<file path="src/sv/mcvm_pkg.sv">
// ----------------------------------------------------------------------------
// mcvm_pkg
// Types, constants and fixed-point helpers shared by the motor current and
// voltage monitor.
// ----------------------------------------------------------------------------
`default_nettype none

package mcvm_pkg;

	localparam int SAMPLE_BITS   = 12;
	localparam int FRACTION_BITS = 16;
	localparam int QW            = SAMPLE_BITS + FRACTION_BITS;
	localparam int COEF_W        = FRACTION_BITS;
	localparam int TRACK_PW      = QW + COEF_W;

	localparam int MV_W          = 17;
	localparam int MA_W          = 21;
	localparam int MAV_W         = 22;
	localparam int MA_MAG_W      = MA_W - 1;
	localparam int MV_SCALE_W    = 17;
	localparam int MA_SCALE_W    = 20;
	localparam int MV_PW         = SAMPLE_BITS + MV_SCALE_W;
	localparam int MA_PW         = QW + MA_SCALE_W;

	localparam int PADDR_W       = 5;
	localparam int PDATA_W       = 32;

	localparam logic [MV_SCALE_W-1:0] MV_SCALE = MV_SCALE_W'(98000);
	localparam logic [MA_SCALE_W-1:0] MA_SCALE = MA_SCALE_W'(1000000);

	// filter and offset coefficients, rounded to the nearest fraction count
	localparam logic [COEF_W-1:0] COEF_DC     = COEF_W'(((1 << FRACTION_BITS) + 100) / 200);
	localparam logic [COEF_W-1:0] COEF_VBUS   = COEF_W'(((1 << FRACTION_BITS) + 1) / 2);
	localparam logic [COEF_W-1:0] COEF_OFFSET = COEF_W'(((1 << FRACTION_BITS) + 50) / 100);

	typedef logic [SAMPLE_BITS-1:0] sample_t;
	typedef logic [QW-1:0]          q_t;

	localparam q_t Q_MAX     = {{SAMPLE_BITS{1'b1}}, {FRACTION_BITS{1'b0}}};
	localparam q_t Q_MID     = {1'b1, {(QW-1){1'b0}}};
	localparam q_t DCF_RESET = QW'(64'd2000 << FRACTION_BITS);
	localparam q_t VBF_RESET = QW'(64'd2500 << FRACTION_BITS);
	localparam sample_t S_MID = {1'b1, {(SAMPLE_BITS-1){1'b0}}};

	typedef enum logic {
		OP_MEASURE   = 1'b0,
		OP_CALIBRATE = 1'b1
	} op_t;

	typedef enum logic [2:0] {
		FAULT_NONE      = 3'd0,
		FAULT_DC        = 3'd1,
		FAULT_OVERVOLT  = 3'd2,
		FAULT_UNDERVOLT = 3'd3,
		FAULT_PHASE     = 3'd4
	} fault_t;

	typedef enum logic [2:0] {
		REG_PHASE_HIGH = 3'd0,
		REG_PHASE_LOW  = 3'd1,
		REG_DC_HIGH    = 3'd2,
		REG_DC_LOW     = 3'd3,
		REG_OVERVOLT   = 3'd4,
		REG_UNDERVOLT  = 3'd5
	} reg_idx_t;

	typedef struct packed {
		op_t     op;
		logic    vbus_ready;
		sample_t vbus_sample;
		logic    phase_u_ready;
		sample_t phase_u_sample;
		logic    phase_w_ready;
		sample_t phase_w_sample;
		logic    dc_ready;
		sample_t dc_sample;
	} item_t;

	typedef struct packed {
		sample_t phase_high;
		sample_t phase_low;
		sample_t dc_high;
		sample_t dc_low;
		sample_t overvolt;
		sample_t undervolt;
	} cfg_t;

	typedef struct packed {
		sample_t last_vbus;
		sample_t last_u;
		sample_t last_w;
		sample_t last_dc;
		q_t      off_u;
		q_t      off_w;
		q_t      off_dc;
		q_t      dc_filt;
		q_t      vbus_filt;
	} state_t;

	localparam cfg_t CFG_RESET = '{
		phase_high: SAMPLE_BITS'(4000),
		phase_low:  SAMPLE_BITS'(100),
		dc_high:    SAMPLE_BITS'(4000),
		dc_low:     SAMPLE_BITS'(100),
		overvolt:   SAMPLE_BITS'(3000),
		undervolt:  SAMPLE_BITS'(2000)
	};

	localparam state_t ST_RESET = '{
		last_vbus: '0,
		last_u:    S_MID,
		last_w:    S_MID,
		last_dc:   S_MID,
		off_u:     Q_MID,
		off_w:     Q_MID,
		off_dc:    Q_MID,
		dc_filt:   DCF_RESET,
		vbus_filt: VBF_RESET
	};

	// f + coef * (x - f), product rounded half away from zero, clamped to full scale
	function automatic q_t track(q_t f, sample_t x, logic [COEF_W-1:0] coef);
		logic signed [QW:0]   d;
		logic [QW-1:0]        mag;
		logic [TRACK_PW-1:0]  prod;
		logic [TRACK_PW-1:0]  rnd;
		logic [QW-1:0]        r;
		logic signed [QW+1:0] step;
		logic signed [QW+1:0] sum;
		q_t                   res;
		d    = $signed({1'b0, x, {FRACTION_BITS{1'b0}}}) - $signed({1'b0, f});
		mag  = QW'(d[QW] ? -d : d);
		prod = {{COEF_W{1'b0}}, mag} * {{QW{1'b0}}, coef};
		rnd  = prod + (TRACK_PW'(1) << (FRACTION_BITS - 1));
		r    = rnd[FRACTION_BITS +: QW];
		step = d[QW] ? -$signed({2'b00, r}) : $signed({2'b00, r});
		sum  = $signed({2'b00, f}) + step;
		if (sum < 0) begin
			res = '0;
		end else if (sum > $signed({2'b00, Q_MAX})) begin
			res = Q_MAX;
		end else begin
			res = sum[QW-1:0];
		end
		return res;
	endfunction

	// (raw - offset) scaled to milliamps, rounded half away from zero
	function automatic logic signed [MA_W-1:0] to_milliamps(sample_t raw, q_t off);
		logic signed [QW:0]  d;
		logic [QW-1:0]       mag;
		logic [MA_PW-1:0]    prod;
		logic [MA_PW-1:0]    rnd;
		logic [MA_MAG_W-1:0] r;
		d    = $signed({1'b0, raw, {FRACTION_BITS{1'b0}}}) - $signed({1'b0, off});
		mag  = QW'(d[QW] ? -d : d);
		prod = {{MA_SCALE_W{1'b0}}, mag} * {{QW{1'b0}}, MA_SCALE};
		rnd  = prod + (MA_PW'(1) << (QW - 1));
		r    = rnd[QW +: MA_MAG_W];
		return d[QW] ? -$signed({1'b0, r}) : $signed({1'b0, r});
	endfunction

	function automatic logic [MV_W-1:0] to_millivolts(sample_t raw);
		logic [MV_PW-1:0] prod;
		prod = {{MV_SCALE_W{1'b0}}, raw} * {{SAMPLE_BITS{1'b0}}, MV_SCALE};
		return prod[SAMPLE_BITS +: MV_W];
	endfunction

endpackage

`default_nettype wire

</file>
<file path="src/sv/mcvm_in_if.sv">
// ----------------------------------------------------------------------------
// mcvm_in_if
// Sample channel: one converter sample set with ready flags and an op code.
// ----------------------------------------------------------------------------
`default_nettype none

interface mcvm_in_if;
	logic                       valid;
	logic                       ready;
	mcvm_pkg::op_t              op;
	logic                       vbus_ready;
	logic [mcvm_pkg::SAMPLE_BITS-1:0] vbus_sample;
	logic                       phase_u_ready;
	logic [mcvm_pkg::SAMPLE_BITS-1:0] phase_u_sample;
	logic                       phase_w_ready;
	logic [mcvm_pkg::SAMPLE_BITS-1:0] phase_w_sample;
	logic                       dc_ready;
	logic [mcvm_pkg::SAMPLE_BITS-1:0] dc_sample;

	modport source (
		output valid, op, vbus_ready, vbus_sample, phase_u_ready, phase_u_sample,
		       phase_w_ready, phase_w_sample, dc_ready, dc_sample,
		input  ready
	);
	modport sink (
		input  valid, op, vbus_ready, vbus_sample, phase_u_ready, phase_u_sample,
		       phase_w_ready, phase_w_sample, dc_ready, dc_sample,
		output ready
	);
endinterface

`default_nettype wire

</file>
<file path="src/sv/mcvm_out_if.sv">
// ----------------------------------------------------------------------------
// mcvm_out_if
// Result channel: scaled bus voltage, currents and fault code.
// ----------------------------------------------------------------------------
`default_nettype none

interface mcvm_out_if;
	logic                                valid;
	logic                                ready;
	logic [mcvm_pkg::MV_W-1:0]           vbus_millivolts;
	logic signed [mcvm_pkg::MA_W-1:0]    dc_milliamps;
	logic signed [mcvm_pkg::MA_W-1:0]    u_milliamps;
	logic signed [mcvm_pkg::MAV_W-1:0]   v_milliamps;
	logic signed [mcvm_pkg::MA_W-1:0]    w_milliamps;
	mcvm_pkg::fault_t                    fault;

	modport source (
		output valid, vbus_millivolts, dc_milliamps, u_milliamps, v_milliamps,
		       w_milliamps, fault,
		input  ready
	);
	modport sink (
		input  valid, vbus_millivolts, dc_milliamps, u_milliamps, v_milliamps,
		       w_milliamps, fault,
		output ready
	);
endinterface

`default_nettype wire

</file>
<file path="src/sv/motor_current_voltage_monitor.sv">
// ----------------------------------------------------------------------------
// motor_current_voltage_monitor
// Inverter bus voltage and phase / DC current monitor with filtering, offset
// calibration and prioritized fault reporting.
//
//   channel   role     handshake            contents
//   samples   sink     valid / ready        op, four ready flags, four samples
//   results   source   valid / ready        mV, DC / U / V / W mA, fault code
//   apb       slave    psel / penable       six 12-bit fault limits
//
// one transaction per cycle sustained while results are not stalled; each sample
// is registered in the input, state and result registers before it is presented
// stages: input register, state update (filter / offset step), result register
// a stalled result holds the state stage, which holds the input register
// reset loads the default limits, mid-scale offsets and filter start values
// ----------------------------------------------------------------------------
`default_nettype none

module motor_current_voltage_monitor (
	input  wire logic                           clk,
	input  wire logic                           arst_n,
	mcvm_in_if.sink                             samples,
	mcvm_out_if.source                          results,
	input  wire logic                           psel,
	input  wire logic                           penable,
	input  wire logic                           pwrite,
	input  wire logic [mcvm_pkg::PADDR_W-1:0]   paddr,
	input  wire logic [mcvm_pkg::PDATA_W-1:0]   pwdata,
	output logic [mcvm_pkg::PDATA_W-1:0]        prdata,
	output logic                                pready
);

	mcvm_pkg::cfg_t   cfg;
	mcvm_pkg::item_t  item;
	mcvm_pkg::state_t st;
	logic             in_ready;
	logic             upd_valid;
	logic             upd_take;

	assign item = '{
		op:             samples.op,
		vbus_ready:     samples.vbus_ready,
		vbus_sample:    samples.vbus_sample,
		phase_u_ready:  samples.phase_u_ready,
		phase_u_sample: samples.phase_u_sample,
		phase_w_ready:  samples.phase_w_ready,
		phase_w_sample: samples.phase_w_sample,
		dc_ready:       samples.dc_ready,
		dc_sample:      samples.dc_sample
	};
	assign samples.ready = in_ready;

	mcvm_regs u_regs (
		.clk     (clk),
		.arst_n  (arst_n),
		.psel    (psel),
		.penable (penable),
		.pwrite  (pwrite),
		.paddr   (paddr),
		.pwdata  (pwdata),
		.prdata  (prdata),
		.pready  (pready),
		.cfg     (cfg)
	);

	mcvm_update u_update (
		.clk       (clk),
		.arst_n    (arst_n),
		.in_valid  (samples.valid),
		.in_ready  (in_ready),
		.item      (item),
		.upd_valid (upd_valid),
		.upd_take  (upd_take),
		.st        (st)
	);

	mcvm_report u_report (
		.clk       (clk),
		.arst_n    (arst_n),
		.upd_valid (upd_valid),
		.upd_take  (upd_take),
		.st        (st),
		.cfg       (cfg),
		.results   (results)
	);

endmodule

`default_nettype wire

</file>
<file path="src/sv/mcvm_regs.sv">
// ----------------------------------------------------------------------------
// mcvm_regs
// APB register file holding the six fault limits.
// ----------------------------------------------------------------------------
`default_nettype none

module mcvm_regs (
	input  wire logic                           clk,
	input  wire logic                           arst_n,
	input  wire logic                           psel,
	input  wire logic                           penable,
	input  wire logic                           pwrite,
	input  wire logic [mcvm_pkg::PADDR_W-1:0]   paddr,
	input  wire logic [mcvm_pkg::PDATA_W-1:0]   pwdata,
	output logic [mcvm_pkg::PDATA_W-1:0]        prdata,
	output logic                                pready,
	output mcvm_pkg::cfg_t                      cfg
);

	mcvm_pkg::cfg_t      cfg_q;
	mcvm_pkg::reg_idx_t  idx;
	mcvm_pkg::sample_t   wval;
	mcvm_pkg::sample_t   rval;
	logic                wr_en;

	assign pready = 1'b1;
	assign idx    = mcvm_pkg::reg_idx_t'(paddr[mcvm_pkg::PADDR_W-1:2]);
	assign wval   = pwdata[mcvm_pkg::SAMPLE_BITS-1:0];
	assign wr_en  = psel && penable && pwrite && pready;

	always_ff @(posedge clk or negedge arst_n) begin
		if (!arst_n) begin
			cfg_q <= mcvm_pkg::CFG_RESET;
		end else if (wr_en) begin
			unique case (idx)
				mcvm_pkg::REG_PHASE_HIGH: cfg_q.phase_high <= wval;
				mcvm_pkg::REG_PHASE_LOW:  cfg_q.phase_low  <= wval;
				mcvm_pkg::REG_DC_HIGH:    cfg_q.dc_high    <= wval;
				mcvm_pkg::REG_DC_LOW:     cfg_q.dc_low     <= wval;
				mcvm_pkg::REG_OVERVOLT:   cfg_q.overvolt   <= wval;
				mcvm_pkg::REG_UNDERVOLT:  cfg_q.undervolt  <= wval;
				default: ;
			endcase
		end
	end

	always_comb begin
		unique case (idx)
			mcvm_pkg::REG_PHASE_HIGH: rval = cfg_q.phase_high;
			mcvm_pkg::REG_PHASE_LOW:  rval = cfg_q.phase_low;
			mcvm_pkg::REG_DC_HIGH:    rval = cfg_q.dc_high;
			mcvm_pkg::REG_DC_LOW:     rval = cfg_q.dc_low;
			mcvm_pkg::REG_OVERVOLT:   rval = cfg_q.overvolt;
			mcvm_pkg::REG_UNDERVOLT:  rval = cfg_q.undervolt;
			default:                  rval = '0;
		endcase
	end

	assign prdata = mcvm_pkg::PDATA_W'(rval);
	assign cfg    = cfg_q;

endmodule

`default_nettype wire

</file>
<file path="src/sv/mcvm_update.sv">
// ----------------------------------------------------------------------------
// mcvm_update
// Input register and state update: latches samples, runs the DC and bus
// filters on a measure item and steps the current offsets on a calibration.
// ----------------------------------------------------------------------------
`default_nettype none

module mcvm_update (
	input  wire logic             clk,
	input  wire logic             arst_n,
	input  wire logic             in_valid,
	output logic                  in_ready,
	input  wire mcvm_pkg::item_t  item,
	output logic                  upd_valid,
	input  wire logic             upd_take,
	output mcvm_pkg::state_t      st
);

	logic              valid_s1;
	mcvm_pkg::item_t   item_s1;
	logic              valid_s2;
	mcvm_pkg::state_t  st_q;
	mcvm_pkg::state_t  st_d;
	logic              s1_adv;
	mcvm_pkg::sample_t lat_vbus;
	mcvm_pkg::sample_t lat_u;
	mcvm_pkg::sample_t lat_w;
	mcvm_pkg::sample_t lat_dc;

	// state holds the last item until its report is captured
	assign s1_adv   = valid_s1 && (!valid_s2 || upd_take);
	assign in_ready = !valid_s1 || s1_adv;

	assign lat_vbus = item_s1.vbus_ready    ? item_s1.vbus_sample    : st_q.last_vbus;
	assign lat_u    = item_s1.phase_u_ready ? item_s1.phase_u_sample : st_q.last_u;
	assign lat_w    = item_s1.phase_w_ready ? item_s1.phase_w_sample : st_q.last_w;
	assign lat_dc   = item_s1.dc_ready      ? item_s1.dc_sample      : st_q.last_dc;

	always_comb begin
		st_d = st_q;
		unique case (item_s1.op)
			mcvm_pkg::OP_MEASURE: begin
				st_d.last_vbus = lat_vbus;
				st_d.last_u    = lat_u;
				st_d.last_w    = lat_w;
				st_d.last_dc   = lat_dc;
				st_d.dc_filt   = mcvm_pkg::track(st_q.dc_filt, lat_dc, mcvm_pkg::COEF_DC);
				st_d.vbus_filt = mcvm_pkg::track(st_q.vbus_filt, lat_vbus,
					mcvm_pkg::COEF_VBUS);
			end
			mcvm_pkg::OP_CALIBRATE: begin
				st_d.off_u  = mcvm_pkg::track(st_q.off_u, st_q.last_u, mcvm_pkg::COEF_OFFSET);
				st_d.off_w  = mcvm_pkg::track(st_q.off_w, st_q.last_w, mcvm_pkg::COEF_OFFSET);
				st_d.off_dc = mcvm_pkg::track(st_q.off_dc, st_q.last_dc,
					mcvm_pkg::COEF_OFFSET);
			end
			default: ;
		endcase
	end

	always_ff @(posedge clk or negedge arst_n) begin
		if (!arst_n) begin
			valid_s1 <= 1'b0;
			valid_s2 <= 1'b0;
			st_q     <= mcvm_pkg::ST_RESET;
		end else begin
			if (in_valid && in_ready) begin
				valid_s1 <= 1'b1;
			end else if (s1_adv) begin
				valid_s1 <= 1'b0;
			end
			if (s1_adv) begin
				valid_s2 <= 1'b1;
				st_q     <= st_d;
			end else if (upd_take) begin
				valid_s2 <= 1'b0;
			end
		end
	end

	always_ff @(posedge clk) begin
		if (in_valid && in_ready) begin
			item_s1 <= item;
		end
	end

	assign upd_valid = valid_s2;
	assign st        = st_q;

	a_hold_until_taken: assert property (@(posedge clk) disable iff (!arst_n)
		valid_s2 && !upd_take |=> $stable(st_q))
		else $error("state changed before its report was taken");

	a_filters_in_range: assert property (@(posedge clk) disable iff (!arst_n)
		st_q.dc_filt <= mcvm_pkg::Q_MAX && st_q.vbus_filt <= mcvm_pkg::Q_MAX &&
		st_q.off_u <= mcvm_pkg::Q_MAX && st_q.off_w <= mcvm_pkg::Q_MAX &&
		st_q.off_dc <= mcvm_pkg::Q_MAX)
		else $error("filter or offset above full scale");

	a_calib_keeps_filters: assert property (@(posedge clk) disable iff (!arst_n)
		s1_adv && item_s1.op == mcvm_pkg::OP_CALIBRATE |=>
		$stable(st_q.dc_filt) && $stable(st_q.vbus_filt) && $stable(st_q.last_dc))
		else $error("calibration touched filters or samples");

	a_measure_keeps_offsets: assert property (@(posedge clk) disable iff (!arst_n)
		s1_adv && item_s1.op == mcvm_pkg::OP_MEASURE |=>
		$stable(st_q.off_u) && $stable(st_q.off_w) && $stable(st_q.off_dc))
		else $error("measure touched offsets");

endmodule

`default_nettype wire

</file>
<file path="src/sv/mcvm_report.sv">
// ----------------------------------------------------------------------------
// mcvm_report
// Scales the updated state to millivolts and milliamps, picks the fault code
// and holds the result in the output register.
// ----------------------------------------------------------------------------
`default_nettype none

module mcvm_report (
	input  wire logic              clk,
	input  wire logic              arst_n,
	input  wire logic              upd_valid,
	output logic                   upd_take,
	input  wire mcvm_pkg::state_t  st,
	input  wire mcvm_pkg::cfg_t    cfg,
	mcvm_out_if.source             results
);

	logic                                 out_valid_q;
	logic [mcvm_pkg::MV_W-1:0]            mv_q;
	logic signed [mcvm_pkg::MA_W-1:0]     dc_q;
	logic signed [mcvm_pkg::MA_W-1:0]     u_q;
	logic signed [mcvm_pkg::MAV_W-1:0]    v_q;
	logic signed [mcvm_pkg::MA_W-1:0]     w_q;
	mcvm_pkg::fault_t                     fault_q;

	logic signed [mcvm_pkg::MA_W-1:0]     u_ma;
	logic signed [mcvm_pkg::MA_W-1:0]     w_ma;
	logic signed [mcvm_pkg::MAV_W-1:0]    v_ma;
	mcvm_pkg::fault_t                     fault_d;
	logic                                 dc_bad;
	logic                                 phase_bad;

	assign upd_take = upd_valid && (!out_valid_q || results.ready);

	assign u_ma = mcvm_pkg::to_milliamps(st.last_u, st.off_u);
	assign w_ma = mcvm_pkg::to_milliamps(st.last_w, st.off_w);
	assign v_ma = -(mcvm_pkg::MAV_W'(u_ma) + mcvm_pkg::MAV_W'(w_ma));

	assign dc_bad =
		st.dc_filt > {cfg.dc_high, {mcvm_pkg::FRACTION_BITS{1'b0}}} ||
		st.dc_filt < {cfg.dc_low, {mcvm_pkg::FRACTION_BITS{1'b0}}};
	assign phase_bad =
		st.last_u > cfg.phase_high || st.last_w > cfg.phase_high ||
		st.last_u < cfg.phase_low  || st.last_w < cfg.phase_low;

	// highest code wins
	always_comb begin
		priority if (phase_bad) begin
			fault_d = mcvm_pkg::FAULT_PHASE;
		end else if (st.vbus_filt < {cfg.undervolt, {mcvm_pkg::FRACTION_BITS{1'b0}}}) begin
			fault_d = mcvm_pkg::FAULT_UNDERVOLT;
		end else if (st.last_vbus > cfg.overvolt) begin
			fault_d = mcvm_pkg::FAULT_OVERVOLT;
		end else if (dc_bad) begin
			fault_d = mcvm_pkg::FAULT_DC;
		end else begin
			fault_d = mcvm_pkg::FAULT_NONE;
		end
	end

	always_ff @(posedge clk or negedge arst_n) begin
		if (!arst_n) begin
			out_valid_q <= 1'b0;
		end else if (upd_take) begin
			out_valid_q <= 1'b1;
		end else if (results.ready) begin
			out_valid_q <= 1'b0;
		end
	end

	always_ff @(posedge clk) begin
		if (upd_take) begin
			mv_q    <= mcvm_pkg::to_millivolts(st.last_vbus);
			dc_q    <= mcvm_pkg::to_milliamps(st.last_dc, st.off_dc);
			u_q     <= u_ma;
			v_q     <= v_ma;
			w_q     <= w_ma;
			fault_q <= fault_d;
		end
	end

	assign results.valid           = out_valid_q;
	assign results.vbus_millivolts = mv_q;
	assign results.dc_milliamps    = dc_q;
	assign results.u_milliamps     = u_q;
	assign results.v_milliamps     = v_q;
	assign results.w_milliamps     = w_q;
	assign results.fault           = fault_q;

	a_v_is_neg_sum: assert property (@(posedge clk) disable iff (!arst_n)
		out_valid_q |-> v_q == -(mcvm_pkg::MAV_W'(u_q) + mcvm_pkg::MAV_W'(w_q)))
		else $error("phase V is not the negative sum of U and W");

	a_take_fills_output: assert property (@(posedge clk) disable iff (!arst_n)
		upd_take |=> out_valid_q)
		else $error("captured result not presented");

	a_stall_only_when_full: assert property (@(posedge clk) disable iff (!arst_n)
		upd_valid && !upd_take |-> out_valid_q && !results.ready)
		else $error("report stage stalled with room at the output");

endmodule

`default_nettype wire
</file>
<file path="src/flat_wrapper.sv">
// flat-port wrapper written by rule: the top's interface ports become plain ports
module motor_current_voltage_monitor_flat 
  (clk, arst_n, psel, penable, pwrite, paddr, pwdata, prdata, pready, samples_valid, samples_op, samples_vbus_ready, samples_vbus_sample, samples_phase_u_ready, samples_phase_u_sample, samples_phase_w_ready, samples_phase_w_sample, samples_dc_ready, samples_dc_sample, samples_ready, results_valid, results_vbus_millivolts, results_dc_milliamps, results_u_milliamps, results_v_milliamps, results_w_milliamps, results_fault, results_ready);
  mcvm_in_if samples_i ();
  mcvm_out_if results_i ();
  input  wire logic clk;
  input  wire logic arst_n;
  input  wire logic psel;
  input  wire logic penable;
  input  wire logic pwrite;
  input  wire logic [mcvm_pkg::PADDR_W-1:0] paddr;
  input  wire logic [mcvm_pkg::PDATA_W-1:0] pwdata;
  output logic [mcvm_pkg::PDATA_W-1:0] prdata;
  output logic pready;
  input wire logic [$bits(samples_i.valid)-1:0] samples_valid;
  input wire logic [$bits(samples_i.op)-1:0] samples_op;
  input wire logic [$bits(samples_i.vbus_ready)-1:0] samples_vbus_ready;
  input wire logic [$bits(samples_i.vbus_sample)-1:0] samples_vbus_sample;
  input wire logic [$bits(samples_i.phase_u_ready)-1:0] samples_phase_u_ready;
  input wire logic [$bits(samples_i.phase_u_sample)-1:0] samples_phase_u_sample;
  input wire logic [$bits(samples_i.phase_w_ready)-1:0] samples_phase_w_ready;
  input wire logic [$bits(samples_i.phase_w_sample)-1:0] samples_phase_w_sample;
  input wire logic [$bits(samples_i.dc_ready)-1:0] samples_dc_ready;
  input wire logic [$bits(samples_i.dc_sample)-1:0] samples_dc_sample;
  output wire logic [$bits(samples_i.ready)-1:0] samples_ready;
  output wire logic [$bits(results_i.valid)-1:0] results_valid;
  output wire logic [$bits(results_i.vbus_millivolts)-1:0] results_vbus_millivolts;
  output wire logic [$bits(results_i.dc_milliamps)-1:0] results_dc_milliamps;
  output wire logic [$bits(results_i.u_milliamps)-1:0] results_u_milliamps;
  output wire logic [$bits(results_i.v_milliamps)-1:0] results_v_milliamps;
  output wire logic [$bits(results_i.w_milliamps)-1:0] results_w_milliamps;
  output wire logic [$bits(results_i.fault)-1:0] results_fault;
  input wire logic [$bits(results_i.ready)-1:0] results_ready;
  assign samples_i.valid = samples_valid;
  assign samples_i.op = samples_op;
  assign samples_i.vbus_ready = samples_vbus_ready;
  assign samples_i.vbus_sample = samples_vbus_sample;
  assign samples_i.phase_u_ready = samples_phase_u_ready;
  assign samples_i.phase_u_sample = samples_phase_u_sample;
  assign samples_i.phase_w_ready = samples_phase_w_ready;
  assign samples_i.phase_w_sample = samples_phase_w_sample;
  assign samples_i.dc_ready = samples_dc_ready;
  assign samples_i.dc_sample = samples_dc_sample;
  assign samples_ready = samples_i.ready;
  assign results_valid = results_i.valid;
  assign results_vbus_millivolts = results_i.vbus_millivolts;
  assign results_dc_milliamps = results_i.dc_milliamps;
  assign results_u_milliamps = results_i.u_milliamps;
  assign results_v_milliamps = results_i.v_milliamps;
  assign results_w_milliamps = results_i.w_milliamps;
  assign results_fault = results_i.fault;
  assign results_i.ready = results_ready;
  motor_current_voltage_monitor u_core (.clk(clk), .arst_n(arst_n), .samples(samples_i), .results(results_i), .psel(psel), .penable(penable), .pwrite(pwrite), .paddr(paddr), .pwdata(pwdata), .prdata(prdata), .pready(pready));
endmodule
</file>
<file path="config.mk">
export PLATFORM = sky130hd
export DESIGN_NAME = motor_current_voltage_monitor_flat
export DESIGN_NICKNAME = d
export VERILOG_FILES = /design/src/sv/mcvm_pkg.sv /design/src/sv/mcvm_in_if.sv /design/src/sv/mcvm_out_if.sv /design/src/sv/motor_current_voltage_monitor.sv /design/src/sv/mcvm_regs.sv /design/src/sv/mcvm_update.sv /design/src/sv/mcvm_report.sv /design/src/flat_wrapper.sv
export SDC_FILE = /design/constraint.sdc
export NUM_CORES = 2
export LEC_CHECK = 0
export ABC_AREA = 1
export BUFFER_PORTS_ARGS = -buffer_cell sky130_fd_sc_hd__clkbuf_2
export CORE_UTILIZATION = 40
export DETAILED_ROUTE_END_ITERATION = 8
export SKIP_LAST_GASP = 1
export SYNTH_ARGS = -nofsm -noshare
export SYNTH_HDL_FRONTEND = slang
export SYNTH_SLANG_ARGS = --single-unit
</file>
<file path="constraint.sdc">
create_clock -name clk -period 12.65 [get_ports clk]
set_input_delay 1.265 -clock clk [delete_from_list [all_inputs] [get_ports clk]]
set_output_delay 1.265 -clock clk [all_outputs]
set_load 0.01 [all_outputs]
</file>
==> metrics <==
final hold vios=0; nets=around 14000; Rel. slew slack=a little under an eighth; Root Driver=clkbuf_16; CP Class=reg2reg; Post-Syn Area=roughly 82000 sq um; setup slack, reg-to-reg=roughly 0.83 ns; post-DP HPWL=between 200 and 250 mm; share of layout cells above drive strength 1=under 10%; Clock Skew=~0.06 ns; most frequent CP cell=a21oi_1; Startpoint Class=register; status=complete, no violations; CTS tree=built; Port-buffer cells=193; Worst Reg-to-Reg Cells=54; DR iter-0 viols=4509; Tmin final=11.82 ns; count leader, synth=nand2_1; Synth top area share=between 20% and 30%; Final setup viols=0; initial antenna violation count=13; Core ar.=roughly 200000 sq um; delay-heaviest family, CP=adder cells; GRT Overall Usage=a little under a quarter; Residual DRC=0; worst min-delay path class=reg2reg; Syn Area/Cell=around 7.3 sq um; register area share after synthesis=13.9%; # H-tree levels=2; gr ovfl total=0; DRT Pass-1 Iters=6; Layout area overhead=9.26%; crit path max-delay cell type=dfstp_2; post-synth top area cell=ha_1; Clk Latency, worst-skew pair=between 0.7 and 0.8 ns; crit share post-route=~93%; CP max stage delay=~0.54 ns; synthesis warning total=0; Critical Path RT=between 10 and 15 ns; Die X=between 400 and 500 um; Avg WL per Cell=17.1 um; # IOs=approximately 240; number of global-route vias before repair=72300; Hold Startpoint=u_core.u_update.item_s1[37]; final wirelength=approximately 240 mm; Post-synth ARST share=~62%; Rows=between 150 and 200; die height=454 um; die area=around 210000 sq um; RSZ-0062 raised after global routing=false; MaxCap Viol Count=0; Least-Margin Pin Slew=approximately 1.3 ns; synthesized instance count=between 10000 and 15000; Arr. time, crit path=between 10 and 15 ns; synth top area cells=ha_1, fa_1, nand2_1; Hold EP=u_core.u_update.st[175]; largest net degree at the start of global routing=~170; CP endpoint kind=register; Max Slew Vio Count=0; top_reg_cell synth=dfrtp_1; Seq cells post-synth=421; Yosys cell types=between 70 and 80; setup tns final=0 ns; Via density=5.10; Initial Util=about 40%; Clock Tree Buf Depth=3; Num CTS Buffers=between 50 and 60; wire length of the first global-routing pass=approximately 390 mm; clk sinks=about 420; Commonest cells post-synth=nand2_1, inv_1, ha_1; Placer Congestion=slightly above 0.9; CP Max Fanout=13; Crit Reg-Reg Startpoint=u_core.u_update.st[139]; R2R Path End=u_core.u_report.results.v_milliamps[20]; vias after detailed routing=72500; clk slew on worst S/H paths=approximately 0.060 ns; WHS Path Cells=1; antenna violation net count after detailed routing=0; achievable frequency=roughly 85 MHz; number of flops mapped to enable cells by yosys=approximately 160; CP bufs+invs=6
-- layout by cell type (no fill, tap or decap), types with 23 or more instances in the layout --
cell type	synthesis	layout
fa_1	587	587
ha_1	1362	1359
xor2_2	11	27
nand3b_1	53	53
nor2_2	22	26
xor2_1	511	494
nand3_1	416	415
nand2_1	2446	2437
diode_2	0	34
inv_1	2240	2225
a21o_1	64	64
nor2_1	795	788
nand4_1	129	129
o21ai_0	499	477
a21oi_1	561	554
o21ai_1	31	48
nand2_2	21	28
inv_2	17	27
nor3_1	138	134
dfrtp_1	215	215
buf_4	25	180
o31ai_1	23	23
or2_2	29	29
clkbuf_2	0	192
dfstp_2	48	48
o21bai_1	46	44
edfxtp_1	158	158
xnor2_1	192	190
nor4_1	52	49
a31oi_1	76	76
clkbuf_16	0	57
-- timing repair --
action | CTS | global route
setup buffers | 0 | 14
setup endpoints to repair | 0 | 86
hold buffers | 0 | 0
gates resized for setup | 0 | 117
-- routing by layer --
metal  global-route usage (%)  up-vias  wire length [um]
li1                         -    36300                 -
met1                     31.2    34400            110000
met2                     39.9     1522            114000
met3                     2.35      284             10500
met4                     7.17        6              7860
met5                        0        -                40
-- kinds of logic (layout without fill, tap and decap cells) --
group	Yosys count	count (layout)	synth area share [%]
XOR/XNOR	716	716	7.83
AND/OR/NAND/NOR	4173	4173	21.5
AO/OA/AOI/OAI	1461	1461	10.0
multiplexers	22	22	0.303
other	2	55	0.00920
flip-flops	421	421	13.9
buffers and inverters	2384	2748	11.1
adder cells (fa/ha/maj)	1949	1949	35.3
-- sequential cells by signal (all words and copies together), names as in the netlist --
| name | count |
|---|---|
| u_core.u_regs.cfg | 72 |
| u_core.u_report.results.dc_milliamps | 21 |
| u_core.u_report.results.fault | 3 |
| u_core.u_report.results.u_milliamps | 21 |
| u_core.u_report.results.v_milliamps | 22 |
| u_core.u_report.results.valid | 1 |
| u_core.u_report.results.vbus_millivolts | 17 |
| u_core.u_report.results.w_milliamps | 21 |
| u_core.u_update.item_s1 | 53 |
| u_core.u_update.st | 188 |
| u_core.u_update.upd_valid | 1 |
| u_core.u_update.valid_s1 | 1 |
-- worst max path at each step --
stage | from | end | slack, ns | cells after the start
2_1_floorplan | u_core.u_update.st[129] | u_core.u_report.results.v_milliamps[21] | 1.13 | 63
3_3_place_gp | u_core.u_update.st[113] | u_core.u_update.st[115] | 0.37 | 60
3_5_place_dp | u_core.u_update.st[113] | u_core.u_update.st[139] | 0.28 | 60
4_1_cts | u_core.u_update.st[113] | u_core.u_update.st[139] | 0.21 | 60
5_1_grt | u_core.u_update.st[113] | u_core.u_report.results.v_milliamps[20] | 0.007 | 62
6_report | u_core.u_update.st[139] | u_core.u_report.results.v_milliamps[20] | 0.83 | 54
-- final cells by class --
| class | instances | area [sq um] |
|---|---|---|
| fillers | 20700 | 113000 |
| multi-input cells | 8342 | 61600 |
| flip-flops and latches | 421 | 11400 |
| inverters | 2263 | 8520 |
| well taps | 2672 | 3340 |
| repair buffers | 378 | 2390 |
| clock buffers | 68 | 1490 |
| clock inverters | 37 | 364 |
| diodes | 34 | 85.1 |
| repair inverters | 2 | 15.0 |
-- metrics by stage --
stage               worst slack, ns  util [%]  instances  hold slack [ns]  area (sq um)
finish                        0.826      44.0      14200            0.453         89200
detailed placement            0.281      42.8      14100            0.465         86800
CTS                           0.214      43.8      14200            0.446         88600
global placement              0.368      42.8      14100            0.463         86800
floorplan                      1.13         -      11100            0.433         81700
global route                0.00693      44.0      14200            0.471         89200
Power is left out: the tool's default activity adds up to more than one toggle a clock period on the data nets, which glitch-free logic cannot reach.
